`src/sv/ray_sphere_intersect_unit_macros.svh`:
```
`ifndef RAY_SPHERE_INTERSECT_UNIT_MACROS_SVH
`define RAY_SPHERE_INTERSECT_UNIT_MACROS_SVH

// same-cycle implication, sampled on clk, off during reset
`define RSI_ASSERT_IMP(label, ante, cons) \
  label: assert property (@(posedge clk) disable iff (rst) (ante) |-> cons) \
    else $error("rsi assertion failed");

// next-cycle implication
`define RSI_ASSERT_NXT(label, ante, cons) \
  label: assert property (@(posedge clk) disable iff (rst) (ante) |=> cons) \
    else $error("rsi assertion failed");

`endif

```
`src/sv/rsi_pkg.sv`:
```
`timescale 1ns / 1ps
package rsi_pkg;

  localparam int COORD_W = 24;
  localparam int FRAC_W  = 12;
  localparam int RAD_W   = 23;
  localparam int OUT_W   = 32;

  localparam int L_W     = COORD_W + 1;
  localparam int PD_W    = L_W + COORD_W;
  localparam int PL_W    = 2 * L_W;
  localparam int R2_W    = 2 * RAD_W;
  localparam int DOT_W   = PD_W + 2;
  localparam int LL_W    = PL_W + 2;
  localparam int TCA_W   = DOT_W - FRAC_W;
  localparam int TL_W    = TCA_W / 2;
  localparam int TH_W    = TCA_W - TL_W;
  localparam int TCA2_W  = 2 * TCA_W;
  localparam int H_W     = TCA2_W + 2;
  localparam int RT_W    = H_W / 2;
  localparam int REM_W   = RT_W + 4;
  localparam int NF_W    = RT_W + 2;

  localparam int FRONT_STAGES = 6;
  localparam int LATENCY      = FRONT_STAGES + RT_W + 1;

  typedef struct packed {
    logic signed [COORD_W-1:0] origin_x;
    logic signed [COORD_W-1:0] origin_y;
    logic signed [COORD_W-1:0] origin_z;
    logic signed [COORD_W-1:0] dir_x;
    logic signed [COORD_W-1:0] dir_y;
    logic signed [COORD_W-1:0] dir_z;
    logic signed [COORD_W-1:0] center_x;
    logic signed [COORD_W-1:0] center_y;
    logic signed [COORD_W-1:0] center_z;
    logic        [RAD_W-1:0]   sphere_radius;
  } in_t;

  typedef struct packed {
    logic                    hit;
    logic signed [OUT_W-1:0] near_t;
    logic signed [OUT_W-1:0] far_t;
  } out_t;

  typedef struct packed {
    logic             vld;
    logic             hit;
    logic [TCA_W-1:0] tca;
  } side_t;

endpackage

```
`src/sv/rsi_sqrt_stage.sv`:
```
`timescale 1ns / 1ps
module rsi_sqrt_stage (
  input  logic                      clk,
  input  logic                      rst,
  input  rsi_pkg::side_t            side_i,
  input  logic [rsi_pkg::REM_W-1:0] rem_i,
  input  logic [rsi_pkg::RT_W-1:0]  root_i,
  input  logic [rsi_pkg::H_W-1:0]   h_i,
  output rsi_pkg::side_t            side_o,
  output logic [rsi_pkg::REM_W-1:0] rem_o,
  output logic [rsi_pkg::RT_W-1:0]  root_o,
  output logic [rsi_pkg::H_W-1:0]   h_o
);

  logic [rsi_pkg::REM_W-1:0] remsh;
  logic [rsi_pkg::REM_W-1:0] trial;
  logic                      take;
  logic                      vld;
  logic                      hit;
  logic [rsi_pkg::TCA_W-1:0] tca;

  assign remsh = {rem_i[rsi_pkg::REM_W-3:0], h_i[rsi_pkg::H_W-1 -: 2]};
  assign trial = rsi_pkg::REM_W'({root_i, 2'b01});
  assign take  = remsh >= trial;

  always_ff @(posedge clk) begin
    if (rst) begin
      vld <= 1'b0;
    end else begin
      vld <= side_i.vld;
    end
  end

  always_ff @(posedge clk) begin
    hit    <= side_i.hit;
    tca    <= side_i.tca;
    rem_o  <= take ? remsh - trial : remsh;
    root_o <= {root_i[rsi_pkg::RT_W-2:0], take};
    h_o    <= h_i << 2;
  end

  assign side_o = {vld, hit, tca};

endmodule

```
`config.mk`:
```
export PLATFORM = sky130hd
export DESIGN_NAME = rsi_sqrt_stage
export DESIGN_NICKNAME = d
export VERILOG_FILES = /design/src/sv/ray_sphere_intersect_unit_macros.svh /design/src/sv/rsi_pkg.sv /design/src/sv/rsi_sqrt_stage.sv
export SDC_FILE = /design/constraint.sdc
export NUM_CORES = 1
export LEC_CHECK = 0
export CAP_MARGIN = 25
export CORE_AREA = 2 2 159 161
export DETAILED_ROUTE_END_ITERATION = 10
export DIE_AREA = 0 0 161 163
export DONT_BUFFER_PORTS = 1
export PLACE_DENSITY = 0.54
export SLEW_MARGIN = 25
export SYNTH_ARGS = -nofsm -noshare
export SYNTH_HDL_FRONTEND = slang
export SYNTH_SLANG_ARGS = --single-unit
```
`constraint.sdc`:
```
create_clock -name clk -period 5.7 [get_ports clk]
set_input_delay 0.57 -clock clk [delete_from_list [all_inputs] [get_ports clk]]
set_output_delay 0.57 -clock clk [all_outputs]
set_load 0.02 [all_outputs]
```
==> Yosys cells after proc, flatten, opt, wreduce, memory -nomap -nowiden <==
Cells that the tools add are included.
{ "word_totals": {"register_bits": 203, "word_cells": 9, "output_inout_bits": 205} }
{ "classes": {"mux": 1, "addsub": 1, "n_lt_le_gt_ge": 1} }
{ "op_table": {"columns": ["operator", "count"], "rows": [
  ["greater-or-equal comparator 44 x 42 -> 1 bit", 1],
  ["2-to-1 mux 44 bit", 1],
  ["subtractor 44 x 42 -> 44 bit", 1]
]} }

==> Depth between registers and ports, before layout <==
Gate-level depths: netlist of the first run.
{ "depth": {"depth_word": 2, "depth_mapped": 13, "mapped_depth_nobuf": 11} }

==> Least setup slack after synthesis of the first run <==
OpenSTA, ideal clock, no wires.
{ "synth_path": {"path_type": "input -> register", "start": "input root_i[4] (netlist bit)", "end": "register rem_o[33] (netlist bit)", "stages": 11, "slack_ns": 2.994, "t_arrival_ns": 2.587, "required_ns": 5.581, "path_cell_list": "inv_1 ha_1 buf_6 a21oi_2 o211ai_1 a21boi_2 nand4_2 a311oi_4 o21ai_2 a2111o_1 o221a_2"} }
{ "synth_between": {"elab_chain_cells": 2, "word_cells_on_any_way": 3, "cone_classes": "1 x add/sub; 1 x order compare; 1 x mux"} }
{ "synth_rtl": {"columns": ["element", "line", "text"], "rows": [
  ["from (decl)", "rsi_sqrt_stage.sv:7", "input logic [rsi_pkg::RT_W-1:0] root_i,"],
  ["subtractor 44 x 42 -> 44 bit or greater-or-equal comparator 44 x 42 -> 1 bit (tied branches)", "rsi_sqrt_stage.sv:37, rsi_sqrt_stage.sv:24", null],
  ["2-to-1 mux 44 bit *", "rsi_sqrt_stage.sv:37", "rem_o <= take ? remsh - trial : remsh;"],
  ["to (signal assigned)", "rsi_sqrt_stage.sv:37", null],
  ["to (decl)", "rsi_sqrt_stage.sv:10", "output logic [rsi_pkg::REM_W-1:0] rem_o,"]
]} }
Every way passes the cells marked *; elsewhere a longest branch is shown, timed or not.
A chain may end at the register's enable or synchronous reset.

==> Worst setup path after layout of the first run <==
{ "layout_path": {"start": "input root_i[21] (netlist bit)", "end": "register rem_o[33] (netlist bit)"} }
The elaborated chain is that of the path after synthesis.

==> results.cfg, run 1 <==
[outcome]
status = complete, no violations

[worst_setup_path]
crit_end_element = register
crit_path_cell_trace = inv_1 -> ha_1 -> nand4_1 -> nor4_1 -> and2_1 -> a2111o_2 -> nand2_4 -> inv_4 -> nand2_1 -> o221a_2
critPathArrivalTime_ns = 3.57
required_time_of_the_critical_path_ns = 6.08
cp_slowest_stage_delay_ns = 0.65
timing.critical_path.from_type = input port
worst-path-max-fanout = 64
worst-setup-path-type = input port to register
worst_setup_path_startpoint = root_i[21]
critPathSlowestCell = sky130_fd_sc_hd__nor4_1

[placement]
dp_hpwl_um = 17800
io_buffers = 0
dpl_cell_area_um2 = 7640
place.detailed.instances = 1029
global_placer_s_final_weighted_congestion = 0.863

[synth]
yosys.cell_types.count = 74
async_reset_ff_share_pct = 0
synthDominantCellAreaShare_pct = 54.9
synth.area.top_cells = sky130_fd_sc_hd__dfxtp_1 55%, sky130_fd_sc_hd__ha_1 7.1%, sky130_fd_sc_hd__a21oi_1 4.6%
ys_warn_count = 0
synth.ff_latch_count = 203
synth_flop_cell = sky130_fd_sc_hd__dfxtp_1
post_synth.cell_area_avg_um2 = 10.2
syn_area_um2 = 7400
netlist_instances = 728
number_of_flops_mapped_to_enable_cells_by_yosys = 0
synth_sequential_area_ratio_pct = 54.9
synth_top_cell_by_area = sky130_fd_sc_hd__dfxtp_1

[grt]
grt_util_all_layers_pct = 15.6
antenna_found_initial = 5
grt_pass1_wl_um = 31100
grt_pass1_vias = 5128
grt-ovfl-total = 0
pin_count_of_the_biggest_net_entering_global_routing = 65

[floorplan]
pin_count = 412
dieArea_um2 = 26200
die_width_um = 161
die_height_um = 163
fp-row-count = 58
initial_utilization_pct = 30.0
placeableCoreArea_um2 = 24700

[pwr]
seqPwrFrac_pct = 50.1
switching_share_pct = 29.5
cellPowerDensity_nw_per_um2 = 432
p_leak_nw = 3.49
total_switching_power_w = 0.00106
p_total_w = 0.00361
internal_power_w = 0.00255
power_frac_clock_pct = 38.1
combPwrFrac_pct = 11.8
vdd_ir_drop_max_uv = 242

[clock_tree]
post_cts_resize_count = 0
clock_tree.root_cell = sky130_fd_sc_hd__clkbuf_16
cts.hold.buffers_added = 0
cts_post_setup_buffers_inserted = 0
tritoncts = yes
tritoncts.num_buffers = 21
cts_max_level = 1
numClockSinks = 203
cts-root-to-sink-buffers = 3
cts.reportedPaths.clkPinSlew_ns = 0.07

[final_layout]
layout-area-overhead-vs-synth_pct = 12.9
fillers = 2513
layout.nets = 971
proportion_of_layout_cells_with_a_drive_suffix_above_1_pct = 8.71
fin_cells = 1069
commonest_non_fill_non_tap_cell_in_the_layout = sky130_fd_sc_hd__dfxtp_1
layout.cell_area.non_filler_um2 = 8350
mostFrequentLayoutCells = 203 x sky130_fd_sc_hd__dfxtp_1, 68 x sky130_fd_sc_hd__a21oi_1, 56 x sky130_fd_sc_hd__nor2_1

[timing]
final-max-slew-violation-count = 0
final_critical_path_required_period_ns = 3.19
clock.fmax_ghz = 0.313
rsz_0062_raised_after_global_routing = no
slew_headroom_pct = 52.2
setup_tns_ns = 0
report.final.hold_viol_count = 0
final_setup_fails = 0
worst-slew-pin-transition_ns = 0.711
fin_crit_sh_pct = 56.0

[flow_run]
number_of_violations_of_the_max_capacitance_limit = 0

[routing]
drc_errors = 0
met2_wirelength_um = 10900
routed_via_density = 4.84
drt-wirelength-per-cell_um = 20.7
met1_layer_wirelength_in_the_final_routing_um = 8510
route.final.wire_length_um = 22100
top_layer = met5
drt.antenna.violating_nets = 0
dr_wl_met3_um = 2150
vias_after_detailed_routing = 5176
drtIter0Drc = 309
first_pass_iters = 4

[hold_path]
hold_path.class = input port to register
hold_path_startpoint = h_i[71]
## power groups by stage
stage | Clock, W | Sequential [W] | Combinational, W
CTS | 0.00142 | 0.00181 | 0.000428
global placement | 0 | 0.00184 | 0.000423
detailed placement | 0 | 0.00184 | 0.000424
finish | 0.00138 | 0.00181 | 0.000426
floorplan | 0 | 0.00180 | 0.000347
global route | 0.00148 | 0.00182 | 0.000476
## stage by stage
step,utilization [%],hold WS (ns),setup WS [ns]
2_1_floorplan,-,0.598,2.99
3_3_place_gp,31.0,0.598,1.92
3_5_place_dp,31.0,0.598,1.90
4_1_cts,33.8,0.0674,2.43
5_1_grt,33.8,0.0604,2.21
6_report,33.8,0.0970,2.51
## worst paths after layout
| path | to | slack, ns | cells after the start |
|---|---|---|---|
| min | h_o[73] | 0.1 | 0 |
| max | rem_o[33] | 2.51 | 10 |
## cell usage after synthesis, types with 3 or more instances
master and n:
sky130_fd_sc_hd__dfxtp_1 203, sky130_fd_sc_hd__a21oi_1 68, sky130_fd_sc_hd__nor2_1 56, sky130_fd_sc_hd__inv_1 54, sky130_fd_sc_hd__nand2_1 53, sky130_fd_sc_hd__ha_1 42, sky130_fd_sc_hd__o21ai_0 27, sky130_fd_sc_hd__xnor2_1 19
sky130_fd_sc_hd__buf_2 17, sky130_fd_sc_hd__xor2_1 17, sky130_fd_sc_hd__nand3_1 14, sky130_fd_sc_hd__nand4_1 12, sky130_fd_sc_hd__o21bai_1 10, sky130_fd_sc_hd__a21o_1 9, sky130_fd_sc_hd__a31oi_1 7, sky130_fd_sc_hd__a21oi_2 6
sky130_fd_sc_hd__nand2b_1 6, sky130_fd_sc_hd__nor3_1 6, sky130_fd_sc_hd__nor4_1 6, sky130_fd_sc_hd__o211ai_1 6, sky130_fd_sc_hd__o21a_1 6, sky130_fd_sc_hd__buf_4 5, sky130_fd_sc_hd__clkbuf_1 5, sky130_fd_sc_hd__o21ai_1 5
sky130_fd_sc_hd__and3_1 4, sky130_fd_sc_hd__o31ai_1 4, sky130_fd_sc_hd__a211oi_2 3, sky130_fd_sc_hd__and2_1 3, sky130_fd_sc_hd__buf_6 3, sky130_fd_sc_hd__nor2b_1 3
## area by class of cell
type | instances | area (um^2) | area share, %
Clock buffer | 27 | 588 | 7.04
Sequential cell | 203 | 4060 | 48.7
Antenna cell | 4 | 10.0 | 0.120
Clock inverter | 9 | 111 | 1.33
Multi-Input combinational cell | 440 | 2950 | 35.3
Inverter | 56 | 213 | 2.55
Tap cell | 330 | 413 | 4.94
## per-layer routing
layer  track usage, %  vias to the layer above
li1                 -                     2495
met1             17.4                     2385
met2             27.4                      263
met3             6.09                       31
met4             4.67                        2
met5                0                        -
## worst max-delay path, delay by kind of cell
kind                       cells  cell delay (ns)
adders and majority gates      1             0.43
and+or+nand+nor                5             1.44
AOI/OAI and AO/OA              2             0.49
buffers and inverters          2             0.60
## registers in the layout (all words and copies together), names as in the netlist
register  flops
h_o          78
rem_o        44
vld           1
root_o       40
hit           1
tca          39
## logic make-up after synthesis
logic type | count (synthesis) | synth area share [%]
AOI/OAI and AO/OA | 182 | 16.7
xor gates and xnor gates | 36 | 4.26
adders and majority gates | 42 | 7.10
buffers and inverters | 86 | 5.24
DFF | 203 | 54.9
muxes | 2 | 0.271
other | 1 | 0.0507
and+or+nand+nor | 176 | 11.4
Note: power is estimated with default switching activity, not from simulation.
==> inputs of run 2 (changes only) <==
Settings changed: PLACE_DENSITY 0.54 to 0.55.
Clock period 5.7 ns to 2.65 ns, I/O delays scaled along.
==> run 2 against run 1 <==
Compared with the run above:
- routed wire length increased by 13%
- core utilization increased by 10 points
- critical path type unchanged
- via count increased by 20%
- sequential share of layout area decreased by 11 points
- sequential power increased by 110%
- non-clock buffer count increased by 264
- die area unchanged
- worst setup slack got worse by 2.2 ns
- critical path depth increased by 2
- highest routed layer unchanged
- total power increased by 130%
- global-route usage increased by 2.2 points
==> results.cfg, run 2 (synthesis gave the netlist of run 1 again) <==
[outcome]
status = complete, no violations

[grt]
grt_pass1_vias = 6514
pin_count_of_the_biggest_net_entering_global_routing = 22
grt_pass1_wl_um = 36000
antenna_found_initial = 1
grt_util_all_layers_pct = 17.7
grt-ovfl-total = 0

[placement]
dpl_cell_area_um2 = 8120
global_placer_s_final_weighted_congestion = 0.872
io_buffers = 0
place.detailed.instances = 1090
dp_hpwl_um = 18100

[floorplan]
pin_count = 412
initial_utilization_pct = 30.0
dieArea_um2 = 26200
die_height_um = 163
fp-row-count = 58
placeableCoreArea_um2 = 24700
die_width_um = 161

[timing]
worst-slew-pin-transition_ns = 0.884
final_critical_path_required_period_ns = 2.30
rsz_0062_raised_after_global_routing = no
slew_headroom_pct = 40.6
fin_crit_sh_pct = 86.7
report.final.hold_viol_count = 0
final_setup_fails = 0
final-max-slew-violation-count = 0
clock.fmax_ghz = 0.435

[worst_setup_path]
worst-setup-path-type = input port to register
crit_end_element = register
crit_end = rem_o[3]
required_time_of_the_critical_path_ns = 3.07
worst-path-max-fanout = 20
critPathArrivalTime_ns = 2.72
timing.critical_path.from_type = input port
worst_setup_path_startpoint = root_i[18]

[final_layout]
layout-area-overhead-vs-synth_pct = 47.1
largest_registers_ranked_by_flip_flop_count = h_o (78), rem_o (44), root_o (40)
fin_cells = 1332
proportion_of_layout_cells_with_a_drive_suffix_above_1_pct = 12.7
fillers = 2286
regArea_um2 = 4060
largest_register_ffs = 78
antenna_cells = 0
mostFrequentLayoutCells = 203 x sky130_fd_sc_hd__dfxtp_1, 203 x sky130_fd_sc_hd__dlygate4sd3_1, 68 x sky130_fd_sc_hd__a21oi_1
largest_register = h_o
fin_util_pct = 44.1
layout.nets = 1236
multi_input_area_um2 = 2950
layout.cell_area.non_filler_um2 = 10900

[clock_tree]
post_cts_resize_count = 0
clock_tree.root_cell = sky130_fd_sc_hd__clkbuf_16
cts-root-to-sink-buffers = 3
cts.reportedPaths.clkPinSlew_ns = 0.06
cts_max_level = 1
numClockSinks = 203
tritoncts = yes
tritoncts.num_buffers = 22

[flow_run]
number_of_violations_of_the_max_capacitance_limit = 0

[pwr]
cellPowerDensity_nw_per_um2 = 757
p_total_w = 0.00823
vdd_ir_drop_max_uv = 510
p_leak_nw = 4.66

[routing]
first_pass_iters = 5
route.final.wire_length_um = 24900
drt-wirelength-per-cell_um = 18.7
vias_after_detailed_routing = 6217
drc_errors = 0
drt.antenna.violating_nets = 0
drtIter0Drc = 317
routed_via_density = 4.67

[hold_path]
hold_path.class = input port to register
## run 2: timing repair
item / 4_1_cts / 5_1_grt
endpoints found under the setup margin: 0 / 0
buffers inserted: 0 / 0
hold endpoints to repair: 202 / 0
hold buffers: 203 / 0
## run 2: per-layer routing
metal | wire, um | up-vias | track usage [%]
met5 | 13 | - | 0
met4 | 789 | 2 | 6.45
met3 | 2050 | 46 | 4.97
met2 | 12500 | 296 | 32.3
met1 | 9610 | 2845 | 19.7
li1 | - | 3028 | -
## run 2: worst min path at each step
| stage | slack [ns] | endpoint | depth (start not counted) | from |
|---|---|---|---|---|
| finish | 0.05 | rem_o[1] | 3 | h_i[78] |
| global route | 0.04 | rem_o[1] | 3 | h_i[78] |
| CTS | 0.003 | rem_o[1] | 3 | h_i[78] |
| detailed placement | 0.29 | tca[11] | 0 | side_i[11] |
| global placement | 0.29 | tca[2] | 0 | side_i[2] |
| floorplan | 0.29 | h_o[10] | 0 | h_i[8] |
## run 2: stage by stage
stage	setup WS [ns]	setup TNS, ns	hold WS (ns)
global route	0.0861	0	0.0396
global placement	-0.182	-4.92	0.293
finish	0.352	0	0.0488
CTS	0.284	0	0.00251
detailed placement	-0.227	-6.45	0.293
floorplan	0.249	0	0.293
## run 2: final cells by class
cell class / count / share of cell area, %
clock inverters: 10 / 0.908
repair buffers: 264 / 23.1
multi-input cells: 440 / 27.1
flip-flops and latches: 203 / 37.3
clock buffers: 29 / 5.77
well taps: 330 / 3.79
inverters: 56 / 1.95
## run 2: where the power goes
| group | internal, W | switching [W] | total (W) |
|---|---|---|---|
| Combinational | 0.000662 | 0.000652 | 0.00131 |
| Sequential | 0.00336 | 0.000535 | 0.00389 |
| Clock | 0.00178 | 0.00124 | 0.00303 |
| Total | 0.00580 | 0.00243 | 0.00823 |
## run 2: critical path: stages
cell	delay (ns)
sky130_fd_sc_hd__inv_1	0.02
sky130_fd_sc_hd__ha_1	0.43
sky130_fd_sc_hd__nand4_1	0.23
sky130_fd_sc_hd__nor4_1	0.44
sky130_fd_sc_hd__buf_4	0.20
sky130_fd_sc_hd__and2_1	0.15
sky130_fd_sc_hd__a2111o_2	0.18
sky130_fd_sc_hd__nand2_4	0.08
sky130_fd_sc_hd__inv_4	0.31
sky130_fd_sc_hd__buf_12	0.20
sky130_fd_sc_hd__nor2_1	0.05
sky130_fd_sc_hd__a21oi_1	0.15
==> inputs of run 3 (changes only) <==
Settings changed: ABC_AREA set to 1, CAP_MARGIN 25 to 20, CORE_AREA 2 2 159 161 to 2 2 160 162, DIE_AREA 0 0 161 163 to 0 0 162 164, PLACE_DENSITY 0.55 to 0.59.
==> run 3 against run 2 <==
Compared with the run above:
- die area grew 1.2%
- global-route usage grew 2.9 points
- area after synthesis grew 13%
- critical endpoint is now rem_o[20]
==> results.cfg, run 3 <==
[synth]
synth_top_cell_by_area = sky130_fd_sc_hd__dfxtp_1
synth.most_common_cell = sky130_fd_sc_hd__nand2_1
yosys.cell_types.count = 30
synth_sequential_area_ratio_pct = 48.4
synth.ff_latch_count = 203
ys_warn_count = 0
synth_flop_cell = sky130_fd_sc_hd__dfxtp_1
syn_area_um2 = 8390
synth.area.top_cells = sky130_fd_sc_hd__dfxtp_1 48%, sky130_fd_sc_hd__nand2_1 19%, sky130_fd_sc_hd__inv_1 9.3%
number_of_flops_mapped_to_enable_cells_by_yosys = 0
netlist_instances = 1130
async_reset_ff_share_pct = 0
synthDominantCellAreaShare_pct = 48.4
synthTopCellsByCount = 422 x sky130_fd_sc_hd__nand2_1, 209 x sky130_fd_sc_hd__inv_1, 203 x sky130_fd_sc_hd__dfxtp_1
post_synth.cell_area_avg_um2 = 7.43

[worst_setup_path]
timing.critical_path.from_type = input port
worst-path-max-fanout = 23
worst-setup-path-type = input port to register
crit_end_element = register
critPathArrivalTime_ns = 2.61
critPathSlowestCell = sky130_fd_sc_hd__dlygate4sd3_1
cp_slowest_stage_delay_ns = 0.55
crit_top_cell = sky130_fd_sc_hd__nand2_1
worst-path-buf-inv = 4
crit_path_cell_trace = dlygate4sd3_1 -> inv_1 -> ha_1 -> inv_1 -> nand2_1 -> nand2_1 -> nand4_1 -> nand3_2 -> nand2_1 -> nand2_1 -> nand2_2 -> nand2_8 -> buf_4 -> nand2_1 -> nand2_1
required_time_of_the_critical_path_ns = 3.10
path_delay_family = simple AND/OR/NAND/NOR gates

[final_layout]
layout.cell_area.non_filler_um2 = 11400
regArea_um2 = 4060
antenna_cells = 0
proportion_of_layout_cells_with_a_drive_suffix_above_1_pct = 4.19
fillers = 2454
fin_util_pct = 46.0
largest_register_ffs = 78
largest_registers_ranked_by_flip_flop_count = h_o (78), rem_o (44), root_o (40)
commonest_non_fill_non_tap_cell_in_the_layout = sky130_fd_sc_hd__nand2_1
layout.nets = 1599
largest_register = h_o
layout-area-overhead-vs-synth_pct = 35.9
multi_input_area_um2 = 3430
mostFrequentLayoutCells = 422 x sky130_fd_sc_hd__nand2_1, 209 x sky130_fd_sc_hd__inv_1, 203 x sky130_fd_sc_hd__dfxtp_1

[clock_tree]
cts.reportedPaths.clkPinSlew_ns = 0.07
numClockSinks = 203
tritoncts = yes
cts_post_setup_buffers_inserted = 0
cts_max_level = 1
tritoncts.num_buffers = 21
clock_tree.root_cell = sky130_fd_sc_hd__clkbuf_16
cts-root-to-sink-buffers = 3
post_cts_resize_count = 0

[timing]
fin_crit_sh_pct = 81.8
clock.fmax_ghz = 0.461
report.final.hold_viol_count = 0
final-max-slew-violation-count = 0
final_setup_fails = 0
rsz_0062_raised_after_global_routing = no
final_critical_path_required_period_ns = 2.17
setup_tns_ns = 0

[routing]
routed_via_density = 4.45
drc_errors = 0
route.final.wire_length_um = 28800
first_pass_iters = 5
drtIter0Drc = 359
drt-wirelength-per-cell_um = 17.0
vias_after_detailed_routing = 7519
drt.antenna.violating_nets = 0

[floorplan]
pin_count = 412
initial_utilization_pct = 33.8
die_height_um = 164
fp-row-count = 58
die_width_um = 162
dieArea_um2 = 26600
placeableCoreArea_um2 = 24800

[flow_run]
number_of_violations_of_the_max_capacitance_limit = 0

[hold_path]
hold_path_startpoint = rem_i[40]
hold_path.class = input port to register
min_delay_worst_endpoint = rem_o[42]
min_delay_path_depth = 3

[grt]
grt_util_all_layers_pct = 20.6
pin_count_of_the_biggest_net_entering_global_routing = 44
grt_pass1_wl_um = 42000
grt_pass1_vias = 7579
grt-ovfl-total = 0
antenna_found_initial = 0

[placement]
io_buffers = 0
global_placer_s_final_weighted_congestion = 0.945
dp_hpwl_um = 21700
dpl_cell_area_um2 = 8760

[pwr]
vdd_ir_drop_max_uv = 480
p_total_w = 0.00776
p_leak_nw = 5.83
cellPowerDensity_nw_per_um2 = 681

[outcome]
status = complete, no violations
-- run 3: worst max-delay path by stage --
stage / startpoint / endpoint / slack, ns / cells after the start
2_1_floorplan: root_i[1] / rem_o[29] / 0.89 / 12
3_3_place_gp: root_i[23] / rem_o[1] / 0.34 / 13
3_5_place_dp: root_i[23] / rem_o[2] / 0.33 / 14
4_1_cts: h_i[78] / rem_o[1] / 0.52 / 14
5_1_grt: h_i[78] / rem_o[20] / 0.29 / 15
6_report: h_i[78] / rem_o[20] / 0.48 / 15
-- run 3: kinds of logic after synthesis --
family / synth area share, %
compound gates: 4.07
xor+xnor: 2.30
fa+ha+maj: 6.26
buf+inv: 10.7
flops: 48.4
other cells: 0.0447
simple gates: 28.2
-- run 3: cell type report --
cell class / count / area share [%]
Inverter: 210 / 6.93
Timing Repair Buffer: 208 / 18.2
Clock buffer: 26 / 4.95
Tap cell: 330 / 3.62
Sequential cell: 203 / 35.6
Clock inverter: 8 / 0.538
Multi-Input combinational cell: 706 / 30.1
-- run 3: per-stage QoR --
stage               hold WS [ns]  setup slack [ns]  cells
finish                    0.0330             0.482   1691
floorplan                  0.293             0.893   1131
CTS                       0.0215             0.516   1691
detailed placement         0.293             0.325   1455
global route              0.0308             0.290   1691
global placement           0.293             0.337   1455
-- run 3: per-layer routing --
| metal | track usage, % | share of wire, % | vias to the layer above |
|---|---|---|---|
| met5 | 0 | 0 | - |
| met1 | 23.0 | 39 | 3343 |
| met3 | 4.70 | 6.8 | 61 |
| met2 | 38.2 | 51 | 282 |
| met4 | 7.48 | 3.3 | 0 |
| li1 | - | - | 3833 |
-- run 3: power by group --
part | internal, W | switching [W] | total [W]
clock | 0.00152 | 0.00119 | 0.00270
combinational | 0.000531 | 0.000724 | 0.00125
sequential | 0.00333 | 0.000475 | 0.00380
-- run 3: timing repair --
action,in CTS,in global routing
endpoints found under the setup margin,0,0
hold buffers,202,0
hold endpoints to repair,201,0
